File: config.mk
export PLATFORM = sky130hd
export DESIGN_NAME = source_text_tokenizer
export DESIGN_NICKNAME = d
export VERILOG_FILES = /design/src/rtl/stt_pkg.sv /design/src/rtl/source_text_tokenizer.sv
export SDC_FILE = /design/constraint.sdc
export NUM_CORES = 1
export LEC_CHECK = 0
export ABC_AREA = 1
export BUFFER_PORTS_ARGS = -buffer_cell sky130_fd_sc_hd__buf_2
export CORE_AREA = 5 5 200 202
export CTS_CLUSTER_SIZE = 30
export DETAILED_ROUTE_END_ITERATION = 7
export DIE_AREA = 0 0 205 207
export GPL_TIMING_DRIVEN = 0
export PLACE_DENSITY = 0.71
export SYNTH_ARGS = -nofsm -noshare
export SYNTH_HDL_FRONTEND = slang
export SYNTH_SLANG_ARGS = --single-unit
File: constraint.sdc
create_clock -name clk -period 14.5 [get_ports clk]
set_input_delay 2.9 -clock clk [delete_from_list [all_inputs] [get_ports clk]]
set_output_delay 2.9 -clock clk [all_outputs]
set_load 0.02 [all_outputs]
File: src/rtl/stt_pkg.sv
// shared token kinds, keyword tables and character classes for the source text tokenizer
package stt_pkg;

	localparam int POSITION_BITS_DEF = 16;
	localparam int KW_COUNT          = 8;
	localparam int KIND_W            = 5;
	localparam int OUT_W             = 16;

	localparam logic [KIND_W-1:0] K_NUMBER    = 5'd0;
	localparam logic [KIND_W-1:0] K_STRING    = 5'd1;
	localparam logic [KIND_W-1:0] K_PLUS      = 5'd2;
	localparam logic [KIND_W-1:0] K_MINUS     = 5'd3;
	localparam logic [KIND_W-1:0] K_STAR      = 5'd4;
	localparam logic [KIND_W-1:0] K_SLASH     = 5'd5;
	localparam logic [KIND_W-1:0] K_LPAREN    = 5'd6;
	localparam logic [KIND_W-1:0] K_RPAREN    = 5'd7;
	localparam logic [KIND_W-1:0] K_LBRACE    = 5'd8;
	localparam logic [KIND_W-1:0] K_RBRACE    = 5'd9;
	localparam logic [KIND_W-1:0] K_LBRACK    = 5'd10;
	localparam logic [KIND_W-1:0] K_RBRACK    = 5'd11;
	localparam logic [KIND_W-1:0] K_COMMA     = 5'd12;
	localparam logic [KIND_W-1:0] K_GREATER   = 5'd13;
	localparam logic [KIND_W-1:0] K_LESS      = 5'd14;
	localparam logic [KIND_W-1:0] K_EQEQ      = 5'd15;
	localparam logic [KIND_W-1:0] K_IDENT     = 5'd16;
	localparam logic [KIND_W-1:0] K_EQUALS    = 5'd17;
	localparam logic [KIND_W-1:0] K_SEMICOLON = 5'd18;
	localparam logic [KIND_W-1:0] K_PRINT     = 5'd19;
	localparam logic [KIND_W-1:0] K_IF        = 5'd20;
	localparam logic [KIND_W-1:0] K_ELSE      = 5'd21;
	localparam logic [KIND_W-1:0] K_WHILE     = 5'd22;
	localparam logic [KIND_W-1:0] K_INPUT     = 5'd23;
	localparam logic [KIND_W-1:0] K_CLEAR     = 5'd24;
	localparam logic [KIND_W-1:0] K_FUNC      = 5'd25;
	localparam logic [KIND_W-1:0] K_RETURN    = 5'd26;
	localparam logic [KIND_W-1:0] K_EOF       = 5'd27;

	localparam logic [7:0] CH_EQUALS = 8'h3D;
	localparam logic [7:0] CH_QUOTE  = 8'h22;

	// one queued token record
	typedef struct packed {
		logic [KIND_W-1:0] kind;
		logic [OUT_W-1:0]  start;
		logic [OUT_W-1:0]  len;
		logic              last;
	} tok_t;

	// keyword text, first character in the top byte, zero padded
	function automatic logic [47:0] kw_text(input logic [2:0] idx);
		logic [47:0] t;
		case (idx)
			3'd0: t = {"print", 8'h00};
			3'd1: t = {"input", 8'h00};
			3'd2: t = {"clear", 8'h00};
			3'd3: t = {"if", 32'h0};
			3'd4: t = {"else", 16'h0};
			3'd5: t = {"while", 8'h00};
			3'd6: t = {"func", 16'h0};
			3'd7: t = "return";
			default: t = '0;
		endcase
		return t;
	endfunction

	function automatic logic [7:0] kw_char(input logic [2:0] idx, input logic [2:0] pos);
		logic [47:0] t;
		logic [7:0]  ch;
		t = kw_text(idx);
		case (pos)
			3'd0: ch = t[47:40];
			3'd1: ch = t[39:32];
			3'd2: ch = t[31:24];
			3'd3: ch = t[23:16];
			3'd4: ch = t[15:8];
			3'd5: ch = t[7:0];
			default: ch = 8'h00;
		endcase
		return ch;
	endfunction

	function automatic logic [2:0] kw_len(input logic [2:0] idx);
		logic [2:0] n;
		case (idx)
			3'd3: n = 3'd2;
			3'd4: n = 3'd4;
			3'd6: n = 3'd4;
			3'd7: n = 3'd6;
			default: n = 3'd5;
		endcase
		return n;
	endfunction

	function automatic logic [KIND_W-1:0] kw_kind(input logic [2:0] idx);
		logic [KIND_W-1:0] k;
		case (idx)
			3'd0: k = K_PRINT;
			3'd1: k = K_INPUT;
			3'd2: k = K_CLEAR;
			3'd3: k = K_IF;
			3'd4: k = K_ELSE;
			3'd5: k = K_WHILE;
			3'd6: k = K_FUNC;
			3'd7: k = K_RETURN;
			default: k = K_IDENT;
		endcase
		return k;
	endfunction

	function automatic logic is_space(input logic [7:0] c);
		return (c == 8'h20) || (c >= 8'h09 && c <= 8'h0D);
	endfunction

	function automatic logic is_digit(input logic [7:0] c);
		return c >= 8'h30 && c <= 8'h39;
	endfunction

	function automatic logic is_alpha(input logic [7:0] c);
		return (c >= 8'h61 && c <= 8'h7A) || (c >= 8'h41 && c <= 8'h5A);
	endfunction

	// punctuation that forms a token on its own: {hit, kind}
	function automatic logic [KIND_W:0] single_kind(input logic [7:0] c);
		logic [KIND_W:0] r;
		case (c)
			8'h2B: r = {1'b1, K_PLUS};
			8'h2D: r = {1'b1, K_MINUS};
			8'h2A: r = {1'b1, K_STAR};
			8'h2F: r = {1'b1, K_SLASH};
			8'h28: r = {1'b1, K_LPAREN};
			8'h29: r = {1'b1, K_RPAREN};
			8'h7B: r = {1'b1, K_LBRACE};
			8'h7D: r = {1'b1, K_RBRACE};
			8'h5B: r = {1'b1, K_LBRACK};
			8'h5D: r = {1'b1, K_RBRACK};
			8'h2C: r = {1'b1, K_COMMA};
			8'h3E: r = {1'b1, K_GREATER};
			8'h3C: r = {1'b1, K_LESS};
			8'h3B: r = {1'b1, K_SEMICOLON};
			default: r = {1'b0, K_IDENT};
		endcase
		return r;
	endfunction

endpackage

File: src/rtl/source_text_tokenizer.sv
// source text tokenizer: byte stream in, token records out
//
// Takes one source byte per transaction on the src channel and returns token records
// (kind, start offset, length) on the tok channel; token text is never copied, only
// located. A byte is held in an input register, where a short piece of logic
// advances the lexer mode and writes the zero, one or two records that the byte causes
// into an 8-entry result queue; a record passes the input register and then the queue before it can leave.
// The block takes one byte every cycle as long as the tok side drains one record per
// cycle and bytes average no more than one record each; the queue absorbs bytes that
// end one token and emit a second (for example "abc+"), and src_stall rises only when
// the queue could not hold two more records for the byte in flight and the next one.
// An end_of_source transaction flushes any pending token, emits the end-of-file token
// and returns the lexer to offset zero. Positions and lengths saturate at all ones.
module source_text_tokenizer
	import stt_pkg::*;
#(
	parameter int POSITION_BITS = POSITION_BITS_DEF
) (
	input  logic              clk,
	input  logic              arst_n,
	input  logic              src_valid,
	output logic              src_stall,
	input  logic [7:0]        char_code,
	input  logic              end_of_source,
	output logic              tok_valid,
	input  logic              tok_stall,
	output logic [KIND_W-1:0] token_kind,
	output logic [OUT_W-1:0]  start_pos,
	output logic [OUT_W-1:0]  token_length,
	output logic              last_of_run
);

	localparam int P      = POSITION_BITS;
	localparam int DEPTH  = 8;
	localparam int PTR_W  = $clog2(DEPTH);
	localparam int CNT_W  = $clog2(DEPTH + 1);

	typedef enum logic [2:0] {
		MODE_IDLE,
		MODE_EQ,
		MODE_STR,
		MODE_NUM,
		MODE_WORD
	} mode_t;

	// input register
	logic        valid_s1;
	logic [7:0]  char_s1;
	logic        eos_s1;

	// lexer state
	mode_t               mode_q, mode_d;
	logic [P-1:0]        rp_q, rp_d;
	logic [P-1:0]        ts_q, ts_d;
	logic [KW_COUNT-1:0] cand_q, cand_d;

	// result queue
	tok_t             fifo_q [DEPTH];
	logic [PTR_W-1:0] wr_ptr_q, rd_ptr_q;
	logic [CNT_W-1:0] count_q;

	// results of the byte in the input register
	tok_t       r0, r1, push_a, push_b;
	logic       r0_v, r1_v;
	logic [1:0] n_push;
	logic       pop;
	logic       idle_go;

	logic [P-1:0]        rp_inc, len_cur;
	logic [KIND_W-1:0]   word_kind;
	logic [KIND_W:0]     single;
	logic [KW_COUNT-1:0] cand_cont, cand_first;

	// clamp a position to the 16-bit output field
	function automatic logic [OUT_W-1:0] clamp_out(input logic [P-1:0] v);
		logic [31:0] ext;
		ext = 32'(v);
		return (|ext[31:OUT_W]) ? '1 : ext[OUT_W-1:0];
	endfunction

	// keep keywords whose character at index k equals c
	function automatic logic [KW_COUNT-1:0] match_kw(input logic [KW_COUNT-1:0] base,
			input logic [P-1:0] k, input logic [7:0] c);
		logic [KW_COUNT-1:0] m;
		m = base;
		for (int i = 0; i < KW_COUNT; i++) begin
			if (k >= P'(kw_len(3'(i))) || kw_char(3'(i), k[2:0]) != c) begin
				m[i] = 1'b0;
			end
		end
		return m;
	endfunction

	// saturating next offset and length of the pending token
	assign rp_inc  = (&rp_q) ? rp_q : rp_q + P'(1);
	assign len_cur = (rp_q >= ts_q) ? rp_q - ts_q : '0;

	assign cand_cont  = match_kw(cand_q, len_cur, char_s1);
	assign cand_first = match_kw('1, '0, char_s1);
	assign single     = single_kind(char_s1);

	// first surviving candidate of full length names a keyword
	always_comb begin
		word_kind = K_IDENT;
		for (int i = KW_COUNT - 1; i >= 0; i--) begin
			if (cand_q[i] && len_cur == P'(kw_len(3'(i)))) begin
				word_kind = kw_kind(3'(i));
			end
		end
	end

	// mode step: r0 is the flushed pending token, r1 the token of a byte seen fresh or the end-of-file token
	always_comb begin
		mode_d  = mode_q;
		rp_d    = rp_q;
		ts_d    = ts_q;
		cand_d  = cand_q;
		r0_v    = 1'b0;
		r1_v    = 1'b0;
		r0      = '0;
		r1      = '0;
		idle_go = 1'b0;
		if (valid_s1) begin
			if (eos_s1) begin
				r0.start = clamp_out(ts_q);
				r0.len   = clamp_out(len_cur);
				case (mode_q)
					MODE_EQ: begin
						r0_v = 1'b1; r0.kind = K_EQUALS; r0.len = OUT_W'(1);
					end
					MODE_STR: begin
						r0_v = 1'b1; r0.kind = K_STRING;
					end
					MODE_NUM: begin
						r0_v = 1'b1; r0.kind = K_NUMBER;
					end
					MODE_WORD: begin
						r0_v = 1'b1; r0.kind = word_kind;
					end
					default: r0_v = 1'b0;
				endcase
				r1_v     = 1'b1;
				r1.kind  = K_EOF;
				r1.start = clamp_out(rp_q);
				r1.len   = '0;
				mode_d   = MODE_IDLE;
				rp_d     = '0;
				ts_d     = '0;
				cand_d   = '0;
			end else begin
				r0.start = clamp_out(ts_q);
				r0.len   = clamp_out(len_cur);
				case (mode_q)
					MODE_EQ: begin
						r0_v = 1'b1;
						if (char_s1 == CH_EQUALS) begin
							r0.kind = K_EQEQ;
							r0.len  = OUT_W'(2);
							mode_d  = MODE_IDLE;
						end else begin
							r0.kind = K_EQUALS;
							r0.len  = OUT_W'(1);
							idle_go = 1'b1;
						end
					end
					MODE_STR: begin
						if (char_s1 == CH_QUOTE) begin
							r0_v    = 1'b1;
							r0.kind = K_STRING;
							mode_d  = MODE_IDLE;
						end
					end
					MODE_NUM: begin
						if (!is_digit(char_s1)) begin
							r0_v    = 1'b1;
							r0.kind = K_NUMBER;
							idle_go = 1'b1;
						end
					end
					MODE_WORD: begin
						if (is_alpha(char_s1) || is_digit(char_s1)) begin
							cand_d = cand_cont;
						end else begin
							r0_v    = 1'b1;
							r0.kind = word_kind;
							cand_d  = '0;
							idle_go = 1'b1;
						end
					end
					default: idle_go = 1'b1;
				endcase

				// terminator or fresh byte handled as in the idle mode
				if (idle_go) begin
					mode_d = MODE_IDLE;
					if (is_space(char_s1)) begin
						mode_d = MODE_IDLE;
					end else if (single[KIND_W]) begin
						r1_v     = 1'b1;
						r1.kind  = single[KIND_W-1:0];
						r1.start = clamp_out(rp_q);
						r1.len   = OUT_W'(1);
					end else if (char_s1 == CH_EQUALS) begin
						mode_d = MODE_EQ;
						ts_d   = rp_q;
					end else if (char_s1 == CH_QUOTE) begin
						mode_d = MODE_STR;
						ts_d   = rp_inc;
					end else if (is_digit(char_s1)) begin
						mode_d = MODE_NUM;
						ts_d   = rp_q;
					end else if (is_alpha(char_s1)) begin
						mode_d = MODE_WORD;
						ts_d   = rp_q;
						cand_d = cand_first;
					end
				end
				rp_d = rp_inc;
			end
		end
	end

	// order records into queue slots and mark the last one of the byte
	always_comb begin
		push_a      = r0_v ? r0 : r1;
		push_a.last = !(r0_v && r1_v);
		push_b      = r1;
		push_b.last = 1'b1;
		n_push      = {1'b0, r0_v} + {1'b0, r1_v};
	end

	assign pop = tok_valid && !tok_stall;

	// room for two records of the byte in flight and two of the next one
	assign src_stall = (CNT_W'(count_q) + (valid_s1 ? CNT_W'(2) : CNT_W'(0)))
		> CNT_W'(DEPTH - 2);

	assign tok_valid    = count_q != '0;
	assign token_kind   = fifo_q[rd_ptr_q].kind;
	assign start_pos    = fifo_q[rd_ptr_q].start;
	assign token_length = fifo_q[rd_ptr_q].len;
	assign last_of_run  = fifo_q[rd_ptr_q].last;

	// control and lexer state
	always_ff @(posedge clk or negedge arst_n) begin
		if (!arst_n) begin
			valid_s1 <= 1'b0;
			mode_q   <= MODE_IDLE;
			rp_q     <= '0;
			ts_q     <= '0;
			cand_q   <= '0;
			wr_ptr_q <= '0;
			rd_ptr_q <= '0;
			count_q  <= '0;
		end else begin
			valid_s1 <= src_valid && !src_stall;
			mode_q   <= mode_d;
			rp_q     <= rp_d;
			ts_q     <= ts_d;
			cand_q   <= cand_d;
			wr_ptr_q <= wr_ptr_q + PTR_W'(n_push);
			if (pop) begin
				rd_ptr_q <= rd_ptr_q + PTR_W'(1);
			end
			count_q <= count_q + CNT_W'(n_push) - (pop ? CNT_W'(1) : CNT_W'(0));
		end
	end

	// payload registers
	always_ff @(posedge clk) begin
		if (src_valid && !src_stall) begin
			char_s1 <= char_code;
			eos_s1  <= end_of_source;
		end
		if (n_push != 2'd0) begin
			fifo_q[wr_ptr_q] <= push_a;
		end
		if (n_push == 2'd2) begin
			fifo_q[wr_ptr_q + PTR_W'(1)] <= push_b;
		end
	end

endmodule

; Word-level counts from Yosys, hierarchy flattened
; Memories as Yosys holds them, arrays and structs flattened.
; Index checks and enable logic that the tools add are counted.
; Widths: inputs -> output; s select.
[totals]
ff_bits = 63
ram_bits = 304
inputBits = 13
mem_count = 1
[memory_table]
columns = name, words, word_bits, read_ports, rd_ports_with_merged_regs, write_ports, line_no
row1 = fifo_q, 8, 38, 1, 0, 2, source_text_tokenizer.sv:58  ; tok_t fifo_q [DEPTH];
[classes]
addsub = 9
magnitude_cmp = 14
n_eq_ne = 50
muxes = 102
reduce_logical = 41
[op_table]
columns = cell, n
row1 = $mux 37, 7
row2 = $mux 16, 13
row3 = $pmux 7 s5, 5
row4 = $eq 8x6->1 const B, 13
row5 = $pmux 6 s14, 1
row6 = $mux 8, 10
row7 = $ne 8x8->1, 8
row8 = $ne 7x8->1 const A, 7
row9 = $eq 16x3->1 const B, 3
row10 = $ge 16x3->1 const B, 3
row11 = $mux 5, 9
row12 = $mux 38, 1
row13 = $mux 1, 35
row14 = $eq 8x7->1 const B, 4
row15 = $mux 3, 10
row16 = $pmux 5 s3, 2
row17 = $pmux 7 s4, 1
row18 = $pmux 7 s3, 1
row19 = $add 16x1->16 const B, 1
row20 = $eq 16x2->1 const B, 1
row21 = $ge 16x16->1, 1
row22 = $ge 16x2->1 const B, 1
row23 = $ge 8x7->1 const B, 2
row24 = $le 8x7->1 const B, 2
row25 = 34 further kinds, 75

; Depth between registers and ports, before layout
; Gate-level depths: netlist (run 1).
[depth]
ltp_word = 18
mapped_depth = 27
depth_no_buf = 26

; Worst setup path before layout (run 1)
; Ideal clock, no wire load.
[synth_timing]
path_kind = register to output
start = reg rd_ptr_q[0]
end = out start_pos[10]
arrival_ns = 1.869
slack_ns = 9.731
stages_incl_launch_ff = 9
n_path_buf = 3
path_cell_list = dfrtp_1 > clkbuf_1 > clkinv_1 > clkbuf_1 > clkbuf_1 > nor2_1 > o22ai_1 > nor2_1 > a31oi_1
[synth_via]
elab_chain_cells = 1
[synth_rtl]
columns = element, line_no
row1 = start: declaration, source_text_tokenizer.sv:59  ; logic [PTR_W-1:0] wr_ptr_q, rd_ptr_q;
row2 = start signal: assignment, source_text_tokenizer.sv:263  ; rd_ptr_q <= rd_ptr_q + PTR_W'(1);
row3 = $mem_v2 8x38, n/a
row4 = end: declaration, source_text_tokenizer.sv:28  ; output logic [OUT_W-1:0] start_pos,
; Every way passes these cells.

; Final worst setup path (run 1)
[layout_timing]
start = reg rd_ptr_q[0]
end = out token_kind[3]
[layout_via]
elab_chain_cells = 1
[layout_rtl]
columns = element, line_no
row1 = $mem_v2 8x38, n/a
row2 = end: declaration, source_text_tokenizer.sv:27  ; output logic [KIND_W-1:0] token_kind,
; Every way passes these cells.

==> results_dict.tcl, run 1 <==
set metrics [dict create \
    status "finished clean" \
    r2r_end "fifo_q[1][24]$_DFFE_PP_" \
    synth_xor_area_share_pct 1.31 \
    first_global_vias 18300 \
    fin_ws_ps 8100 \
    placed_cell_area_um2 21700 \
    avgSynthCellArea_um2 8.24 \
    hold_class "reg -> reg" \
    antenna_found_initial 1 \
    ys_seq_area_share_pct 45.8 \
    nets 2655 \
    routed_wl_um 69300 \
    portBuffers 52 \
    vdd_ir_drop_max_mv 0.129 \
    syn_inst 2511 \
    grt_pass1_wl_um 105000 \
    ys.flop_type "edfxtp_1" \
    synth_edf_count 185 \
    drv_cap 0 \
    initial_core_util_pct 54.3 \
    final.setup_skew_ps 28.2 \
    ios 53 \
    power_frac_clock_pct 20.7 \
    final_common_cell "nand2_1" \
    slowest_delay_ps 660 \
    grt.overflow.total 0 \
    ant_nets 0 \
    finalHoldViolCount 0 \
    fmax_mhz 156 \
    path_cells "clkbuf_1 > clkbuf_1 > clkbuf_1 > nor2_1 > nor2_1 > o21ai_0 > a31oi_1 > buf_2" \
    gp_congestion 0.960 \
    cp.depth 8 \
    area_growth_syn_to_layout_pct 11.3 \
    p_leak_uw 0.00916 \
    post-route-cell-area_um2 23000 \
    crit_top_cell "clkbuf_1" \
    drc_errors 0 \
    power_uw 5040 \
    maxSlewHeadroom_pct 25.4 \
    p_seq_share_pct 26.6 \
    fp-row-count 72 \
    min_delay_path_depth 2 \
    avgRoutedWirePerCell_um 21.9 \
    path_class "reg -> out" \
    synth_seq_cells 367 \
    switching_share_pct 48.0 \
    core_um2 38100 \
    synthSimpleGateAreaFrac_pct 20.3 \
    r2r_start "char_s1[4]$_DFFE_PP_" \
    layout_common_cells "nand2_1, nor2_1, o21ai_0" \
    internal-power_uw 2620 \
    holdWs_ps 454 \
    antenna_cells 0 \
    yosysWarnings 0 \
    die_area_um2 42400 \
    cts_made_buffers 41 \
    cts_resized 0 \
    switchingPower_uw 2420 \
    arrival_ps 3500 \
    post_cts_buffers 0 \
    required_ps 11600 \
    synth_compound_area_share_pct 22.5 \
    worst_path_dominant_cell_family "buffers and inverters" \
    pwr-share-comb_pct 52.8 \
    cp-endpoint "token_kind[3]" \
    clock-sinks 367 \
    vias_per_cell 6.08 \
    r2r_slack_ps 8630 \
    fin_setup_tns_ps 0 \
    cts_hold_buf 0 \
    insertion_delay_ps 580 \
    first_pass_iters 8 \
    ys_types 59 \
    synthAdderAreaFrac_pct 2.11 \
    clk_pin_slew_ps 70 \
    rr_worst_depth 24 \
    die_y_um 207 \
    final_max_slew_viol_count 0 \
    pre_cts_ws_ps 8600 \
    synth_nets 2557 \
    die_x_um 205 \
    cts_root_buffer "clkbuf_16" \
    drive_gt1_share_pct 12.3 \
    startpoint "rd_ptr_q[0]$_DFFE_PN0P_" \
    cp_num_buf_inv 4 \
    synthMuxAreaShare_pct 0 \
    tightestPinTransition_ps 1110 \
    grt_usage_pct 31.8 \
    period_share_pct 44.1 \
    drt_iter0_drc 2385 \
    critPathSlowestCell "clkbuf_1" \
    hpwl_um 49700 \
    setup_viol 0 \
    vias 19200 \
    async_flop_share_pct 14.7 \
    synth_top_family_by_area "compound AO/OA/AOI/OAI gates" \
    rsz0062_at_grt "false" \
    clock_path_buffers 3 \
    syn_area_um2 20700 \
    cp_max_fo 10 \
    cts_tree "yes" \
    p_per_area_nw_per_um2 219 \
    critPathLaunchType "register" \
    period_needed_ps 6400 \
    grt_max_degree 55 \
    htreeDepth 2 \
    cp-end-kind "primary output" \
]
-- cells in the mapped netlist (30+ instances only) --
cell type / n / share of area [%]
nand3_1: 81 / 2.0
a21oi_1: 98 / 2.4
o22ai_1: 148 / 4.5
o22ai_2: 72 / 4.4
nand2_1: 467 / 8.5
clkbuf_1: 102 / 1.9
o21ai_0: 259 / 6.3
ha_1: 30 / 1.8
inv_1: 251 / 4.6
dfrtp_1: 54 / 6.5
nor2_1: 286 / 5.2
a31oi_1: 45 / 1.4
edfxtp_1: 185 / 27
dfxtp_1: 128 / 12
-- metal layers --
metal	vias up	global-route usage [%]	wire [um]	part of all wire, %
li1	8830	-	-	-
met4	0	14.4	3170	4.6
met3	205	5.11	7190	10
met2	1088	50.3	31600	46
met1	9069	43.1	27300	39
met5	-	0	0	0
-- worst register-to-register path: stages (launching register included) --
cell and delay (ps):
edfxtp_1 340, buf_2 200, inv_1 290, nor2_4 110, o211ai_4 130, nand2_4 140, nor2_8 140, inv_2 60
nand2_1 70, nor2_2 50, nand2_4 110, nand2_1 70, a21oi_1 120, buf_4 220, buf_12 250, ha_1 180
clkbuf_1 390, inv_1 200, nor2_1 120, inv_1 90, nor2_1 410, clkinv_1 580, nand2_1 490, clkbuf_2 550
buf_16 240
-- how the worst min path moves through the flow --
stage                                     startpoint                    endpoint  slack [ps]
final                     fifo_q[4][12]$_SDFFE_PP0P_  fifo_q[4][12]$_SDFFE_PP0P_         450
after global routing      fifo_q[4][14]$_SDFFE_PP0P_  fifo_q[4][14]$_SDFFE_PP0P_         470
after CTS                 fifo_q[4][15]$_SDFFE_PP0P_  fifo_q[4][15]$_SDFFE_PP0P_         460
after detailed placement  fifo_q[4][12]$_SDFFE_PP0P_  fifo_q[4][12]$_SDFFE_PP0P_         440
after global placement    fifo_q[3][11]$_SDFFE_PP0P_  fifo_q[3][11]$_SDFFE_PP0P_         430
after floorplan           fifo_q[0][10]$_SDFFE_PP0P_  fifo_q[0][10]$_SDFFE_PP0P_         420
-- cells by family (layout without fill, tap and decap cells) --
logic type      after synthesis  count (layout)
buf+inv                     425             554
flops                       367             367
compound gates              704             704
fa+ha+maj                    33              33
xor+xnor                     31              31
simple gates                951             951
-- flip-flops by register name, indices dropped and copies added (netlist names) --
| signal | flops |
|---|---|
| fifo_q | 304 |
| rp_q | 16 |
| ts_q | 16 |
| cand_q | 8 |
| char_s1 | 8 |
| count_q | 4 |
| mode_q | 3 |
| rd_ptr_q | 3 |
| wr_ptr_q | 3 |
| eos_s1 | 1 |
| valid_s1 | 1 |
-- power groups by stage --
stage | Clock [uW] | Combinational [uW] | Sequential, uW
after CTS | 1040 | 2610 | 1340
after floorplan | 0 | 1830 | 1330
final | 1040 | 2660 | 1340
after detailed placement | 0 | 2600 | 1360
after global placement | 0 | 2560 | 1350
after global routing | 1090 | 2900 | 1350
-- metrics by stage --
step	std cells	utilization [%]
final	3158	60.4
after detailed placement	3083	56.8
after CTS	3157	60.3
after floorplan	2511	-
after global routing	3158	60.4
after global placement	3081	56.7
-- area by class of cell --
type | instances | area [um2]
fillers | 3429 | 15100
multi-input cells | 1719 | 9560
flip-flops and latches | 367 | 9470
clock buffers | 58 | 1210
inverters | 287 | 1080
well taps | 518 | 648
plain buffers | 138 | 579
repair buffers | 55 | 345
clock inverters | 16 | 115
(Power assumes the default switching activity.)
==> run 2, diff against run 1 <==
--- a/config.mk
+++ b/config.mk
@@ -12,7 +12,7 @@
 export DETAILED_ROUTE_END_ITERATION = 7
 export DIE_AREA = 0 0 205 207
 export GPL_TIMING_DRIVEN = 0
-export PLACE_DENSITY = 0.71
+export PLACE_DENSITY = 0.74
 export SYNTH_ARGS = -nofsm -noshare
 export SYNTH_HDL_FRONTEND = slang
 export SYNTH_SLANG_ARGS = --single-unit
==> constraint.sdc (replaced) <==
create_clock -name clk -period 5.1 [get_ports clk]
set_input_delay 1.02 -clock clk [delete_from_list [all_inputs] [get_ports clk]]
set_output_delay 1.02 -clock clk [all_outputs]
set_load 0.02 [all_outputs]
==> results_dict.tcl, run 2 (synthesized netlist as in run 1, its figures left out) <==
set metrics [dict create \
    largest_register_ffs 304 \
    cts_made_buffers 40 \
    grtUsageMet2_pct 50.3 \
    gp_congestion 0.946 \
    critPathLaunchType "register" \
    fp-row-count 72 \
    first_global_vias 18500 \
    drc_errors 0 \
    vias_per_cell 6.13 \
    drt_iter0_drc 2511 \
    top_usage_layer "met2" \
    first_pass_iters 6 \
    htreeDepth 2 \
    cts_hold_buf 0 \
    path_cells "inv_2 > nor3_4 > inv_2 > nor2_1 > inv_2 > nor3_1 > a31oi_1 > nand3_1 > nand2_1 > a21oi_1 > buf_4 > buf_12 > ha_2 > nand2_1 > nor2_2 > clkinv_2 > nand2_1 > clkbuf_4 > buf_16" \
    clk_pin_slew_ps 60 \
    rsz0062_at_grt "false" \
    finalHoldViolCount 0 \
    insertion_delay_ps 570 \
    maxSlewHeadroom_pct 30.5 \
    die_area_um2 42400 \
    cts_tree "yes" \
    vdd_ir_drop_max_mv 0.345 \
    fmax_mhz 200 \
    fin_setup_tns_ps 0 \
    grt_usage_pct 31.4 \
    grt_max_degree 55 \
    p_per_area_nw_per_um2 621 \
    avgRoutedWirePerCell_um 21.7 \
    utilization_pct 60.4 \
    initial_core_util_pct 54.3 \
    status "finished clean" \
    final_common_cell "nand2_1" \
    grt.overflow.total 0 \
    holdWs_ps 452 \
    period_needed_ps 5000 \
    use_met1_pct 41.1 \
    ios 53 \
    setup_viol 0 \
    final_max_slew_viol_count 0 \
    die_x_um 205 \
    drv_cap 0 \
    clock-sinks 367 \
    routed_wl_um 68500 \
    p_leak_uw 0.00911 \
    antenna_found_initial 1 \
    area_growth_syn_to_layout_pct 11.3 \
    layout_common_cells "nand2_1, nor2_1, o21ai_0" \
    largest-register "fifo_q" \
    cp_max_fo 18 \
    hold_class "reg -> reg" \
    final.setup_skew_ps 17.1 \
    arrival_ps 5260 \
    tightestPinTransition_ps 1040 \
    fillers 3381 \
    path_class "reg -> reg" \
    grt_pass1_wl_um 105000 \
    die_y_um 207 \
    cp-end-kind "register" \
    required_ps 5360 \
    top_regs "fifo_q: 304 flops, rp_q: 16 flops, ts_q: 16 flops" \
    period_share_pct 98.1 \
    hpwl_um 49200 \
    post_cts_buffers 0 \
    critPathSlowestCell "edfxtp_1" \
    core_um2 38100 \
    nets 2653 \
    cts_root_buffer "clkbuf_16" \
    clock_path_buffers 3 \
    pre_cts_ws_ps -960 \
    drive_gt1_share_pct 12.8 \
    fin_ws_ps 98.5 \
    slowest_delay_ps 550 \
    vias 19300 \
    use_met3_pct 5.54 \
    ant_nets 0 \
    portBuffers 52 \
]
## run 2: worst paths after layout
kind                                              end                  startpoint  slack (ps)  cells after the start
setup / recovery              fifo_q[2][25]$_DFFE_PP_        char_s1[5]$_DFFE_PP_         100                     19
hold / removal             fifo_q[3][11]$_SDFFE_PP0P_  fifo_q[3][11]$_SDFFE_PP0P_         450                      2
setup reg to reg              fifo_q[2][25]$_DFFE_PP_        char_s1[5]$_DFFE_PP_         100                     19
hold reg to reg            fifo_q[3][11]$_SDFFE_PP0P_  fifo_q[3][11]$_SDFFE_PP0P_         450                      2
max in group asynchronous        count_q[1]$_DFF_PN0_                      arst_n        4060                      1
min in group asynchronous         ts_q[4]$_DFFE_PN0P_                      arst_n         530                      1
## run 2: routing by layer
metal	up-vias	routed length, um
li1	8829	-
met5	-	15
met2	1098	31700
met3	223	6650
met1	9173	26600
met4	2	3570
## run 2: report_power, final
| part | leakage (uW) | total (uW) | switching [uW] | internal, uW |
|---|---|---|---|---|
| sequential | 0.00359 | 3790 | 211 | 3580 |
| clock | 0.000644 | 2940 | 1230 | 1700 |
| combinational | 0.00488 | 7570 | 5410 | 2160 |
## run 2: what timing repair did
action                     in CTS  in global routing
gates resized for setup        16                  8
cloned                          0                  1
setup endpoints to repair     255                105
## run 2: worst max-delay path: cells and delay by family (launching register included)
| kind | cells | cell delay (ps) |
|---|---|---|
| AO/OA/AOI/OAI | 2 | 220 |
| adder cells (fa/ha/maj) | 1 | 370 |
| AND/OR/NAND/NOR | 8 | 1820 |
| flip-flops | 1 | 550 |
| buffers and inverters | 8 | 1720 |
## run 2: per-stage QoR
step,total power (uW),area [um2],instances
floorplan,8980,20700,2511
global placement,11100,21600,3081
detailed placement,11200,21700,3083
CTS,14100,23000,3151
global route,15200,23000,3152
finish,14300,23000,3153
## run 2: area by class of cell
cell class	count	area [um2]	share of cell area (%)
Sequential cell	367	9470	41.1
Antenna cell	1	2.50	0.0109
Inverter	287	1090	4.74
Timing Repair inverter	1	7.51	0.0326
Clock inverter	18	173	0.750
Timing Repair Buffer	54	318	1.38
Buffer	137	583	2.53
Clock buffer	51	1120	4.86
Tap cell	518	648	2.82
Multi-Input combinational cell	1719	9610	41.7
